--- src/hw/rtl/bps_pkg.sv ---
package bps_pkg;

  localparam int QUEUE_DEPTH = 16;
  localparam int BACKLOG_MAX = 15;

  localparam int PTR_W     = (QUEUE_DEPTH > 1) ? $clog2(QUEUE_DEPTH) : 1;
  localparam int CNT_W     = $clog2(QUEUE_DEPTH + 1);
  localparam int BL_W      = $clog2(BACKLOG_MAX + 1);

  localparam int CMD_W     = 2;
  localparam int ID_W      = 16;
  localparam int TIME_W    = 48;
  localparam int CTR_W     = 32;
  localparam int SUM_W     = 63;
  localparam int BUDGET_W  = 32;
  localparam int CFG_IDX_W = 1;
  localparam int CFG_W     = 32;

  localparam logic [CMD_W-1:0] CMD_ENQUEUE = 2'd0;
  localparam logic [CMD_W-1:0] CMD_RELEASE = 2'd1;
  localparam logic [CMD_W-1:0] CMD_DONE    = 2'd2;

  localparam logic [CFG_IDX_W-1:0] REG_BUDGET = 1'b0;
  localparam logic [CFG_IDX_W-1:0] REG_ENABLE = 1'b1;

  localparam logic [BUDGET_W-1:0] BUDGET_RESET = 32'd5000000;

  // Commands from the sequencer to the datapath, at most one active per cycle.
  typedef struct packed {
    logic latch;
    logic enqueue;
    logic hold_release;
    logic open_win;
    logic replay;
    logic calc;
    logic acct;
    logic dispatch;
    logic close_win;
    logic publish;
  } ctrl_t;

  // Status from the datapath to the sequencer.
  typedef struct packed {
    logic [CMD_W-1:0] cmd;
    logic             in_window;
    logic             enable;
    logic             job_running;
    logic             backlog_nz;
    logic             may_dispatch;
  } status_t;

endpackage

--- src/hw/rtl/bps_ctrl.sv ---
module bps_ctrl (
  input  logic             clk,
  input  logic             rst,
  input  logic             in_valid,
  output logic             in_stall,
  output logic             out_valid,
  input  logic             out_stall,
  input  bps_pkg::status_t status,
  output bps_pkg::ctrl_t   ctrl
);

  localparam logic [3:0] S_IDLE   = 4'd0;
  localparam logic [3:0] S_EXEC   = 4'd1;
  localparam logic [3:0] S_ACCT   = 4'd2;
  localparam logic [3:0] S_DECIDE = 4'd3;
  localparam logic [3:0] S_DISP   = 4'd4;
  localparam logic [3:0] S_CLOSE  = 4'd5;
  localparam logic [3:0] S_CHECK  = 4'd6;
  localparam logic [3:0] S_OUT    = 4'd7;

  logic [3:0] state, state_next;
  logic       replayed, replayed_next;
  logic       out_valid_next;

  assign in_stall = (state != S_IDLE);

  always_comb begin
    ctrl           = '0;
    state_next     = state;
    replayed_next  = replayed;
    out_valid_next = out_valid && out_stall;
    case (state)
      S_IDLE: begin
        if (in_valid) begin
          ctrl.latch    = 1'b1;
          replayed_next = 1'b0;
          state_next    = S_EXEC;
        end
      end
      S_EXEC: begin
        state_next = S_CHECK;
        case (status.cmd)
          bps_pkg::CMD_ENQUEUE: begin
            ctrl.enqueue = 1'b1;
          end
          bps_pkg::CMD_RELEASE: begin
            if (status.in_window) begin
              ctrl.hold_release = 1'b1;
            end else if (status.enable) begin
              ctrl.open_win = 1'b1;
              state_next    = S_DECIDE;
            end
          end
          bps_pkg::CMD_DONE: begin
            if (status.job_running) begin
              ctrl.calc  = 1'b1;
              state_next = S_ACCT;
            end
          end
          default: ;
        endcase
      end
      S_ACCT: begin
        ctrl.acct  = 1'b1;
        state_next = S_DECIDE;
      end
      S_DECIDE: begin
        state_next = status.may_dispatch ? S_DISP : S_CLOSE;
      end
      S_DISP: begin
        ctrl.dispatch = 1'b1;
        state_next    = S_CHECK;
      end
      S_CLOSE: begin
        ctrl.close_win = 1'b1;
        state_next     = S_CHECK;
      end
      S_CHECK: begin
        // replay at most one held release per beat
        if (!replayed && !status.in_window && status.enable && status.backlog_nz) begin
          ctrl.replay   = 1'b1;
          replayed_next = 1'b1;
          state_next    = S_DECIDE;
        end else begin
          state_next = S_OUT;
        end
      end
      S_OUT: begin
        if (!out_valid || !out_stall) begin
          ctrl.publish   = 1'b1;
          out_valid_next = 1'b1;
          state_next     = S_IDLE;
        end
      end
      default: begin
        state_next = S_IDLE;
      end
    endcase
  end

  always_ff @(posedge clk) begin
    if (rst) begin
      state     <= S_IDLE;
      replayed  <= 1'b0;
      out_valid <= 1'b0;
    end else begin
      state     <= state_next;
      replayed  <= replayed_next;
      out_valid <= out_valid_next;
    end
  end

endmodule

--- src/hw/rtl/bps_dpath.sv ---
module bps_dpath (
  input  logic                           clk,
  input  logic                           rst,
  input  bps_pkg::ctrl_t                 ctrl,
  output bps_pkg::status_t               status,
  input  logic [bps_pkg::CMD_W-1:0]      command,
  input  logic [bps_pkg::ID_W-1:0]       job_id,
  input  logic [bps_pkg::TIME_W-1:0]     now_time,
  input  logic                           cfg_we,
  input  logic [bps_pkg::CFG_IDX_W-1:0]  cfg_index,
  input  logic [bps_pkg::CFG_W-1:0]      cfg_data,
  output logic                           dispatch_valid,
  output logic [bps_pkg::ID_W-1:0]       dispatch_job,
  output logic                           window_closed,
  output logic [bps_pkg::CTR_W-1:0]      count_enqueued,
  output logic [bps_pkg::CTR_W-1:0]      count_executed,
  output logic [bps_pkg::CTR_W-1:0]      count_dropped,
  output logic [bps_pkg::CTR_W-1:0]      count_periods,
  output logic [bps_pkg::CTR_W-1:0]      count_idle_periods,
  output logic [bps_pkg::SUM_W-1:0]      sum_response,
  output logic [bps_pkg::TIME_W-1:0]     peak_response,
  output logic [bps_pkg::SUM_W-1:0]      sum_budget_used,
  output logic [bps_pkg::TIME_W-1:0]     peak_budget_used
);

  localparam int TW = bps_pkg::TIME_W;
  localparam int SW = bps_pkg::SUM_W;
  localparam int CW = bps_pkg::CTR_W;
  localparam int PW = bps_pkg::PTR_W;
  localparam int NW = bps_pkg::CNT_W;
  localparam int BW = bps_pkg::BL_W;

  // latched item
  logic [bps_pkg::CMD_W-1:0] cmd_q;
  logic [bps_pkg::ID_W-1:0]  id_q;
  logic [TW-1:0]             now_q;

  logic [bps_pkg::BUDGET_W-1:0] budget;
  logic                         enable;

  // job queue
  logic [bps_pkg::ID_W-1:0] mem_id  [bps_pkg::QUEUE_DEPTH];
  logic [TW-1:0]            mem_arr [bps_pkg::QUEUE_DEPTH];
  logic [bps_pkg::ID_W-1:0] rd_id;
  logic [TW-1:0]            rd_arr;
  logic [PW-1:0]            head, tail;
  logic [NW-1:0]            count;
  logic                     full;

  logic          in_window, running, served_any;
  logic [TW-1:0] start, arrival, consumed;
  logic [BW-1:0] backlog;
  logic [TW-1:0] dt_q, resp_q;

  logic [CW-1:0] cnt_enq, cnt_exec, cnt_drop, cnt_per, cnt_idle;
  logic [SW-1:0] sum_resp, sum_used;
  logic [TW-1:0] peak_resp, peak_used;

  logic                     flag_disp, flag_closed;
  logic [bps_pkg::ID_W-1:0] flag_job;

  logic [SW:0]   sum_resp_add, sum_used_add;
  logic [TW:0]   consumed_add;
  logic [SW-1:0] sum_resp_next, sum_used_next;
  logic [TW-1:0] consumed_next;

  function automatic logic [CW-1:0] sat_inc(input logic [CW-1:0] v);
    sat_inc = (&v) ? v : v + CW'(1);
  endfunction

  function automatic logic [PW-1:0] ptr_inc(input logic [PW-1:0] p);
    ptr_inc = (p == PW'(bps_pkg::QUEUE_DEPTH - 1)) ? '0 : p + PW'(1);
  endfunction

  assign full = (count >= NW'(bps_pkg::QUEUE_DEPTH));

  always_comb begin
    sum_resp_add  = {1'b0, sum_resp} + (SW + 1)'(resp_q);
    sum_used_add  = {1'b0, sum_used} + (SW + 1)'(consumed);
    consumed_add  = {1'b0, consumed} + {1'b0, dt_q};
    sum_resp_next = sum_resp_add[SW] ? {SW{1'b1}} : sum_resp_add[SW-1:0];
    sum_used_next = sum_used_add[SW] ? {SW{1'b1}} : sum_used_add[SW-1:0];
    consumed_next = consumed_add[TW] ? {TW{1'b1}} : consumed_add[TW-1:0];
  end

  always_comb begin
    status.cmd          = cmd_q;
    status.in_window    = in_window;
    status.enable       = enable;
    status.job_running  = running;
    status.backlog_nz   = (backlog != '0);
    status.may_dispatch = enable && (count != '0) && (consumed < TW'(budget));
  end

  // queue storage: write at tail, registered read at head
  always_ff @(posedge clk) begin
    if (ctrl.enqueue && !full) begin
      mem_id[tail]  <= id_q;
      mem_arr[tail] <= now_q;
    end
    rd_id  <= mem_id[head];
    rd_arr <= mem_arr[head];
  end

  // item latch, time differences, and the published result beat
  always_ff @(posedge clk) begin
    if (ctrl.latch) begin
      cmd_q <= command;
      id_q  <= job_id;
      now_q <= now_time;
    end
    if (ctrl.calc) begin
      dt_q   <= now_q - start;
      resp_q <= now_q - arrival;
    end
    if (ctrl.publish) begin
      dispatch_valid     <= flag_disp;
      dispatch_job       <= flag_job;
      window_closed      <= flag_closed;
      count_enqueued     <= cnt_enq;
      count_executed     <= cnt_exec;
      count_dropped      <= cnt_drop;
      count_periods      <= cnt_per;
      count_idle_periods <= cnt_idle;
      sum_response       <= sum_resp;
      peak_response      <= peak_resp;
      sum_budget_used    <= sum_used;
      peak_budget_used   <= peak_used;
    end
  end

  always_ff @(posedge clk) begin
    if (rst) begin
      budget      <= bps_pkg::BUDGET_RESET;
      enable      <= 1'b1;
      head        <= '0;
      tail        <= '0;
      count       <= '0;
      in_window   <= 1'b0;
      running     <= 1'b0;
      served_any  <= 1'b0;
      start       <= '0;
      arrival     <= '0;
      consumed    <= '0;
      backlog     <= '0;
      cnt_enq     <= '0;
      cnt_exec    <= '0;
      cnt_drop    <= '0;
      cnt_per     <= '0;
      cnt_idle    <= '0;
      sum_resp    <= '0;
      sum_used    <= '0;
      peak_resp   <= '0;
      peak_used   <= '0;
      flag_disp   <= 1'b0;
      flag_job    <= '0;
      flag_closed <= 1'b0;
    end else begin
      if (cfg_we) begin
        case (cfg_index)
          bps_pkg::REG_BUDGET: budget <= cfg_data[bps_pkg::BUDGET_W-1:0];
          bps_pkg::REG_ENABLE: enable <= cfg_data[0];
          default: ;
        endcase
      end
      if (ctrl.latch) begin
        flag_disp   <= 1'b0;
        flag_job    <= '0;
        flag_closed <= 1'b0;
      end
      if (ctrl.enqueue) begin
        if (!full) begin
          tail    <= ptr_inc(tail);
          count   <= count + NW'(1);
          cnt_enq <= sat_inc(cnt_enq);
        end else begin
          cnt_drop <= sat_inc(cnt_drop);
        end
      end
      if (ctrl.hold_release && (backlog < BW'(bps_pkg::BACKLOG_MAX))) begin
        backlog <= backlog + BW'(1);
      end
      if (ctrl.open_win || ctrl.replay) begin
        in_window  <= 1'b1;
        consumed   <= '0;
        served_any <= 1'b0;
      end
      if (ctrl.replay) begin
        backlog <= backlog - BW'(1);
      end
      if (ctrl.acct) begin
        running  <= 1'b0;
        cnt_exec <= sat_inc(cnt_exec);
        sum_resp <= sum_resp_next;
        consumed <= consumed_next;
        if (resp_q > peak_resp) begin
          peak_resp <= resp_q;
        end
      end
      if (ctrl.dispatch) begin
        flag_disp  <= 1'b1;
        flag_job   <= rd_id;
        arrival    <= rd_arr;
        start      <= now_q;
        head       <= ptr_inc(head);
        count      <= count - NW'(1);
        running    <= 1'b1;
        served_any <= 1'b1;
      end
      if (ctrl.close_win) begin
        cnt_per  <= sat_inc(cnt_per);
        sum_used <= sum_used_next;
        if (!served_any) begin
          cnt_idle <= sat_inc(cnt_idle);
        end
        if (consumed > peak_used) begin
          peak_used <= consumed;
        end
        in_window   <= 1'b0;
        flag_closed <= 1'b1;
      end
    end
  end

endmodule

--- src/hw/rtl/budgeted_polling_server_core.sv ---
// Budgeted polling server: each input beat is a timestamped event (enqueue a job, period
// release, or completion of the running job) and yields exactly one result beat carrying
// the dispatch decision, a window-closed flag and a snapshot of all statistics. Jobs wait
// in a 16-entry FIFO with their arrival times; an enabled release opens a service window that
// dispatches head jobs while the consumed time stays below the budget register, and a
// release seen during a window is held in a saturating backlog and replayed once per beat
// afterwards. One beat is handled at a time by a small sequencer. After the accepting
// edge, an enqueue, an ignored event or a held release passes the execute, check and
// output states; a release that opens a window also passes decide and then dispatch or
// close; a completion computes the time differences, accumulates, then decides; and
// replaying a held release adds another decide and dispatch or close. Dispatch uses the
// registered FIFO head read, and the accumulates saturate. The next beat is accepted as
// soon as the sequencer is back in its idle state, even while the previous result still
// waits under out_stall. Config writes (index 0 budget, index 1 server_enable) are always
// ready and are meant to happen only while the block is idle.
module budgeted_polling_server_core (
  input  logic                           clk,
  input  logic                           rst,
  // event channel
  input  logic                           in_valid,
  output logic                           in_stall,
  input  logic [bps_pkg::CMD_W-1:0]      command,
  input  logic [bps_pkg::ID_W-1:0]       job_id,
  input  logic [bps_pkg::TIME_W-1:0]     now_time,
  // result channel
  output logic                           out_valid,
  input  logic                           out_stall,
  output logic                           dispatch_valid,
  output logic [bps_pkg::ID_W-1:0]       dispatch_job,
  output logic                           window_closed,
  output logic [bps_pkg::CTR_W-1:0]      count_enqueued,
  output logic [bps_pkg::CTR_W-1:0]      count_executed,
  output logic [bps_pkg::CTR_W-1:0]      count_dropped,
  output logic [bps_pkg::CTR_W-1:0]      count_periods,
  output logic [bps_pkg::CTR_W-1:0]      count_idle_periods,
  output logic [bps_pkg::SUM_W-1:0]      sum_response,
  output logic [bps_pkg::TIME_W-1:0]     peak_response,
  output logic [bps_pkg::SUM_W-1:0]      sum_budget_used,
  output logic [bps_pkg::TIME_W-1:0]     peak_budget_used,
  // configuration write channel
  input  logic                           cfg_valid,
  output logic                           cfg_ready,
  input  logic [bps_pkg::CFG_IDX_W-1:0]  cfg_index,
  input  logic [bps_pkg::CFG_W-1:0]      cfg_data
);

  bps_pkg::ctrl_t   ctrl;
  bps_pkg::status_t status;

  // registers take a write in any cycle
  assign cfg_ready = 1'b1;

  // sequencer: walks each beat through command, accounting, dispatch/close and replay
  bps_ctrl u_ctrl (
    .clk       (clk),
    .rst       (rst),
    .in_valid  (in_valid),
    .in_stall  (in_stall),
    .out_valid (out_valid),
    .out_stall (out_stall),
    .status    (status),
    .ctrl      (ctrl)
  );

  // datapath: queue, window state, statistics and the result register
  bps_dpath u_dpath (
    .clk                (clk),
    .rst                (rst),
    .ctrl               (ctrl),
    .status             (status),
    .command            (command),
    .job_id             (job_id),
    .now_time           (now_time),
    .cfg_we             (cfg_valid),
    .cfg_index          (cfg_index),
    .cfg_data           (cfg_data),
    .dispatch_valid     (dispatch_valid),
    .dispatch_job       (dispatch_job),
    .window_closed      (window_closed),
    .count_enqueued     (count_enqueued),
    .count_executed     (count_executed),
    .count_dropped      (count_dropped),
    .count_periods      (count_periods),
    .count_idle_periods (count_idle_periods),
    .sum_response       (sum_response),
    .peak_response      (peak_response),
    .sum_budget_used    (sum_budget_used),
    .peak_budget_used   (peak_budget_used)
  );

endmodule
--- config.mk ---
export PLATFORM = sky130hd
export DESIGN_NAME = budgeted_polling_server_core
export DESIGN_NICKNAME = d
export VERILOG_FILES = /design/src/hw/rtl/bps_pkg.sv /design/src/hw/rtl/bps_ctrl.sv /design/src/hw/rtl/bps_dpath.sv /design/src/hw/rtl/budgeted_polling_server_core.sv
export SDC_FILE = /design/constraint.sdc
export NUM_CORES = 2
export LEC_CHECK = 0
export ABC_AREA = 1
export BUFFER_PORTS_ARGS = -buffer_cell sky130_fd_sc_hd__buf_2
export CAP_MARGIN = 20
export CORE_MARGIN = 4
export CORE_UTILIZATION = 45
export DETAILED_ROUTE_END_ITERATION = 16
export PLACE_DENSITY = 0.67
export SETUP_SLACK_MARGIN = 0.2
export SYNTH_ARGS = -nofsm -noshare
export SYNTH_HDL_FRONTEND = slang
export SYNTH_SLANG_ARGS = --single-unit
--- constraint.sdc ---
create_clock -name clk -period 28.9 [get_ports clk]
set_input_delay 0 -clock clk [delete_from_list [all_inputs] [get_ports clk]]
set_output_delay 0 -clock clk [all_outputs]
set_load 0.1 [all_outputs]
Word-level counts from Yosys, hierarchy flattened
Memory sizes are Yosys's and may differ from the RTL's. A register that Yosys moved wholly into a read port is not among the register bits.
Cells that the tools add are included.
{ "classes": {"addsub": 16, "magnitude_cmp": 5, "eq_ne": 15, "mux": 55, "n_bitwise": 8, "n_reduce_logical": 48} }
{ "op_table": {"columns": ["cell", "n"], "rows": [
  ["32-bit by 1-bit adder with 32-bit output, second input constant", 5],
  ["32-bit AND reduction", 5],
  ["48-bit two-way mux", 3],
  ["63-bit by 48-bit adder with 64-bit output", 2],
  ["63-bit two-way mux", 2],
  ["48-bit greater-than comparator", 2],
  ["48-bit subtractor", 2],
  ["48-bit by 48-bit adder with 49-bit output", 1],
  ["48-bit by 32-bit less-than comparator with 1-bit output", 1],
  ["16-bit two-way mux", 2],
  ["1-bit two-way mux", 30],
  ["4-bit two-way mux", 7],
  ["4-bit case mux with 7 select lines", 1],
  ["2-bit AND reduction", 9],
  ["4-bit by 3-bit equality test with 1-bit output, second input constant", 4],
  ["2-bit nonzero test", 8],
  ["5-bit two-way mux", 3],
  ["4-bit by 1-bit adder with 4-bit output, second input constant", 3],
  ["3-bit two-way mux", 4],
  ["3-bit AND reduction", 4],
  ["4-bit by 2-bit equality test with 1-bit output, second input constant", 2],
  ["4-bit equality test, second input constant", 2],
  ["1-bit logical AND", 8],
  ["1-bit inverter", 8],
  ["20 further kinds", 29]
]} }
{ "totals": {"register_bits": 1165, "mem_bits_rw": 1024, "input_bits": 104, "memories": 2} }
{ "memory_table": {"columns": ["name", "depth", "word_bits", "rd", "rd_clocked_by_memory_dff", "write_ports", "line", "rtl"], "rows": [
  ["u_dpath.mem_arr", 16, 48, 1, 1, 1, "bps_dpath.sv:43", "logic [TW-1:0] mem_arr [bps_pkg::QUEUE_DEPTH];"],
  ["u_dpath.mem_id", 16, 16, 1, 1, 1, "bps_dpath.sv:42", "logic [bps_pkg::ID_W-1:0] mem_id [bps_pkg::QUEUE_DEPTH];"]
]} }

Logic depth before layout (Yosys ltp)
{ "logic_depth": {"word_depth": 9, "ltp_mapped": 18, "mapped_depth_nobuf": 18} }

Hierarchy
A second synthesis with hierarchy kept.
{ "unflattened": {"hier_cells": 11359, "hier_area_um2": 106550.9} }
{ "by_module_without_submodules": {"columns": ["mod", "instances", "cells_each", "area_each_um2"], "rows": [
  ["bps_dpath", 1, 11284, 106130.5],
  ["bps_ctrl", 1, 73, 409.1],
  ["budgeted_polling_server_core", 1, 2, 11.3]
]} }

Least setup slack after synthesis
No wires, ideal clock.
{ "synth_path": {"path_type": "reg-to-reg", "startpoint": "register u_ctrl.out_valid", "endpoint": "register u_dpath.count_dropped[0] (netlist name) (enable)", "setup_ns": 1.176, "arrival_ns": 17.440, "required_ns": 27.724, "path_slack_ns": 10.284, "path_stages_with_launch": 4, "path_buffers": 0, "path_cell_list": "dfxtp_1 > nand2_1 > inv_1 > nor2_1"} }
{ "synth_lines": {"columns": ["item", "line", "rtl"], "rows": [
  ["start: declaration", "bps_ctrl.sv:6", "output logic out_valid,"],
  ["start signal: assignment", "bps_ctrl.sv:109", "out_valid <= out_valid_next;"],
  ["end signal: assignment", "bps_dpath.sv:122", "count_dropped <= cnt_drop;"],
  ["end: declaration", "bps_dpath.sv:17", "output logic [bps_pkg::CTR_W-1:0] count_dropped,"]
]} }

==> out/qor.json <==
{
  "final_util_pct": 52.3,
  "die_outline_area_um2": 243000,
  "synth_cell_type_count": 55,
  "worst_path_most_repeated_cell": "buf_4",
  "synthesis.nets": 11800,
  "synth_top_cell_area_share_pct": 45.0,
  "max_slew_margin_pct": 24.6,
  "floorplan.io_pins": 507,
  "fin_cells": 15300,
  "clock_skew_ns": 0.0665,
  "netlist_top_cells_area": "edfxtp_1, dfxtp_1, nand2_1",
  "placement.setup.worst_slack_ns": 24.25,
  "outcome": "complete, no violations",
  "met1_usage_pct": 36.1,
  "tritoncts.num_buffers": 229,
  "drt_pass1_iterations": 6,
  "setup-tns-final_ns": 0,
  "gp_congestion": 0.995,
  "final.period_utilization_pct": 16.0,
  "vias": 84200,
  "first_global_vias": 80600,
  "yosys-mux-area-fraction_pct": 0.974,
  "p_leak_nw": 46.8,
  "critical_path.cell_chain": "inv_2 > nor2_1 > inv_1 > nor2_4 > buf_4 > buf_4 > buf_4 > buf_4",
  "postSynth.asyncResetShare_pct": 0,
  "critical_path_peak_fanout": 69,
  "seq_area_frac_synth_pct": 57.6,
  "largest_family_of_logic_cells_by_synthesized_area": "simple AND/OR/NAND/NOR gates",
  "synthToLayoutAreaGrowth_pct": 15.3,
  "post-synth-top-area-cell": "edfxtp_1",
  "placedInstanceArea_um2": 112000,
  "clk_pin_slew_worst_paths_ns": 0.06,
  "synth_compound_area_share_pct": 10.8,
  "use_met3_pct": 3.47,
  "postCtsResizedCells": 0,
  "power.ir.vdd_worst_mv": 0.0819,
  "gr-total-overflow": 0,
  "clock_buffer_depth": 3,
  "synth_edf_count": 1586,
  "synth_seq_cells": 2252,
  "worst_slew_pin_slew_ns": 1.13,
  "start_kind": "register",
  "avgSynthCellArea_um2": 9.38,
  "critical_path.top_delay_family": "buffers and inverters",
  "syn-cell-area_um2": 106000,
  "horizontal_extent_of_the_die_um": 493,
  "post-route-min-period_ns": 4.64,
  "yosys.area_share.xor_xnor_pct": 2.20,
  "met2_usage_pct": 42.0,
  "numClockSinks": 2252,
  "setup_repair_after_global_routing_missed_its_margin": "false",
  "grt.busiest_layer": "met2",
  "worstSkewPairLatency_ns": 0.89,
  "drive_above_1_share_pct": 8.58,
  "finalWirelength_mm": 326,
  "synth-warning-count": 0,
  "finalSetupViolations": 0,
  "timing.critical_path.slowest_cell_delay_ns": 0.83,
  "dp.final_hpwl_mm": 223,
  "pin_count_of_the_biggest_net_entering_global_routing": 210,
  "initial_utilization_pct": 45.4,
  "min-delay-path-class": "input port to register",
  "end_kind": "register",
  "die_height_um": 493,
  "fp-row-count": 177,
  "core_um2": 233000,
  "worst-path-buf-inv": 6,
  "cap_viol_max_count": 0,
  "slew_violations": 0,
  "synth_instances": 11300,
  "hold-worst-slack_ns": 0.211,
  "io_buffers": 505,
  "synth_simple_gate_area_share_pct": 17.7,
  "power_density_nw_per_um2": 86.3,
  "post_drt_wl_per_cell_um": 21.3,
  "synth_adder_area_share_pct": 4.66,
  "vias_per_cell": 5.50,
  "clock_tree_from_tritoncts": "yes",
  "cts_setup_buffers": 0,
  "gr-usage-all-layers_pct": 25.9,
  "total_power_mw": 10.5,
  "drt-initial-drc-count": 8421,
  "drcViolationCount": 0,
  "clock-root-buffer": "clkbuf_16",
  "design_area_final_um2": 122000,
  "max_clock_freq_mhz": 216,
  "final_hold_viol_count": 0,
  "grt_pass1_wl_mm": 487,
  "synth_flop_cell": "edfxtp_1",
  "detail-route-antenna-nets": 0,
  "finish.net_count": 12500,
  "post-place-cells": 14600,
  "timing.critical_path.required_ns": 29.38,
  "htree_num_levels": 4,
  "fillers": 20900,
  "number_of_antenna_violations_at_the_first_check_in_global_routing": 18,
  "crit_arrival_ns": 5.12,
  "final_worst_setup_slack_ns": 24.26,
  "cpMaxStageDelayCell": "buf_4",
  "worst-setup-path-type": "register to register"
}
-- path summary, 6_finish.rpt --
kind                                    startpoint                                  to  slack, ns  depth (start not counted)
setup / recovery      u_ctrl.state[2]$_SDFFE_PP0P_  u_dpath.peak_response[7]$_DFFE_PP_      24.26                          8
hold / removal                            in_valid    u_dpath.flag_closed$_SDFFE_PP0P_       0.21                          5
setup reg to reg      u_ctrl.state[2]$_SDFFE_PP0P_  u_dpath.peak_response[7]$_DFFE_PP_      24.26                          8
hold reg to reg   u_dpath.flag_job[2]$_SDFFE_PP0P_   u_dpath.dispatch_job[2]$_DFFE_PP_       0.43                          0
-- report_power, final --
group          switching, mW  internal, mW
clock network           1.30          1.79
logic                   2.25         0.970
registers              0.350          3.88
total                   3.90          6.64
-- tightest hold or removal path, stage by stage --
cell           delay [ns]
dlygate4sd3_1        0.54
buf_2                0.18
inv_1                0.12
o21ai_0              0.09
a21oi_1              0.12
-- flip-flops by register name (all words and copies together) (netlist names), 63 cells and up --
register,flops
u_dpath.mem_arr,768
u_dpath.sum_response,63
u_dpath.sum_resp,63
u_dpath.mem_id,256
u_dpath.sum_used,63
u_dpath.sum_budget_used,63
-- layout make-up --
class	count	area [um^2]	area share [%]
sequential	2252	61000	49.9
multi-input combinational	7326	38600	31.6
clock buffer	296	6250	5.12
timing repair buffer	825	5590	4.58
inverter	1323	4980	4.08
tap	3132	3920	3.21
clock inverter	144	1760	1.44
antenna	9	22.5	0.0184
-- routing by layer --
metal / wire, um / vias up / share of wire [%]
li1: - / 39800 / -
met1: 142000 / 40700 / 44
met2: 150000 / 3236 / 46
met3: 24000 / 495 / 7.4
met4: 10000 / 2 / 3.1
met5: 13 / - / 0.0040
-- cell usage in the layout, fill, tap and decap left out, drive strengths merged, types with 28 or more instances in the layout --
| master | n |
|---|---|
| clkbuf | 297 |
| nand3 | 549 |
| ha | 383 |
| edfxtp | 1586 |
| o211ai | 37 |
| nor2 | 1392 |
| buf | 606 |
| o221ai | 103 |
| o32ai | 153 |
| nand2 | 2287 |
| o21ai | 701 |
| xnor2 | 83 |
| a21oi | 785 |
| bufinv | 28 |
| dfxtp | 666 |
| xor2 | 183 |
| o21bai | 84 |
| nor3 | 161 |
| nand4 | 105 |
| mux2i | 103 |
| a31oi | 45 |
| clkinv | 89 |
| nor4 | 40 |
| dlygate4sd3 | 218 |
| inv | 1335 |
-- kinds of logic (layout without fill, tap and decap cells) --
| kind of cell | count (synthesis) | in the layout |
|---|---|---|
| compound gates | 1979 | 1979 |
| xor+xnor | 266 | 266 |
| fa+ha+maj | 390 | 390 |
| buf+inv | 1712 | 2588 |
| flops | 2252 | 2252 |
| mux | 103 | 103 |
| other cells | 1 | 10 |
| simple gates | 4587 | 4587 |
-- Yosys cell counts (32+ instances only) --
cell,instances
o221ai_1,103
o211ai_1,37
a31oi_1,45
mux2i_1,103
nand4_1,105
nor4_1,40
nor3_1,156
edfxtp_1,1586
o21ai_0,698
ha_1,383
nand2_1,2283
clkbuf_1,287
buf_1,32
a21oi_1,785
nor2_1,1387
inv_1,1310
o32ai_1,153
buf_2,66
nand3_1,548
xnor2_1,83
dfxtp_1,666
o21bai_1,84
xor2_1,183
-- what timing repair did --
| action | in CTS | in global routing |
|---|---|---|
| endpoints found under the hold margin | 305 | 0 |
| hold buffers | 218 | 0 |
| endpoints found under the setup margin | 0 | 0 |
Power figures use the tool's default switching activity.
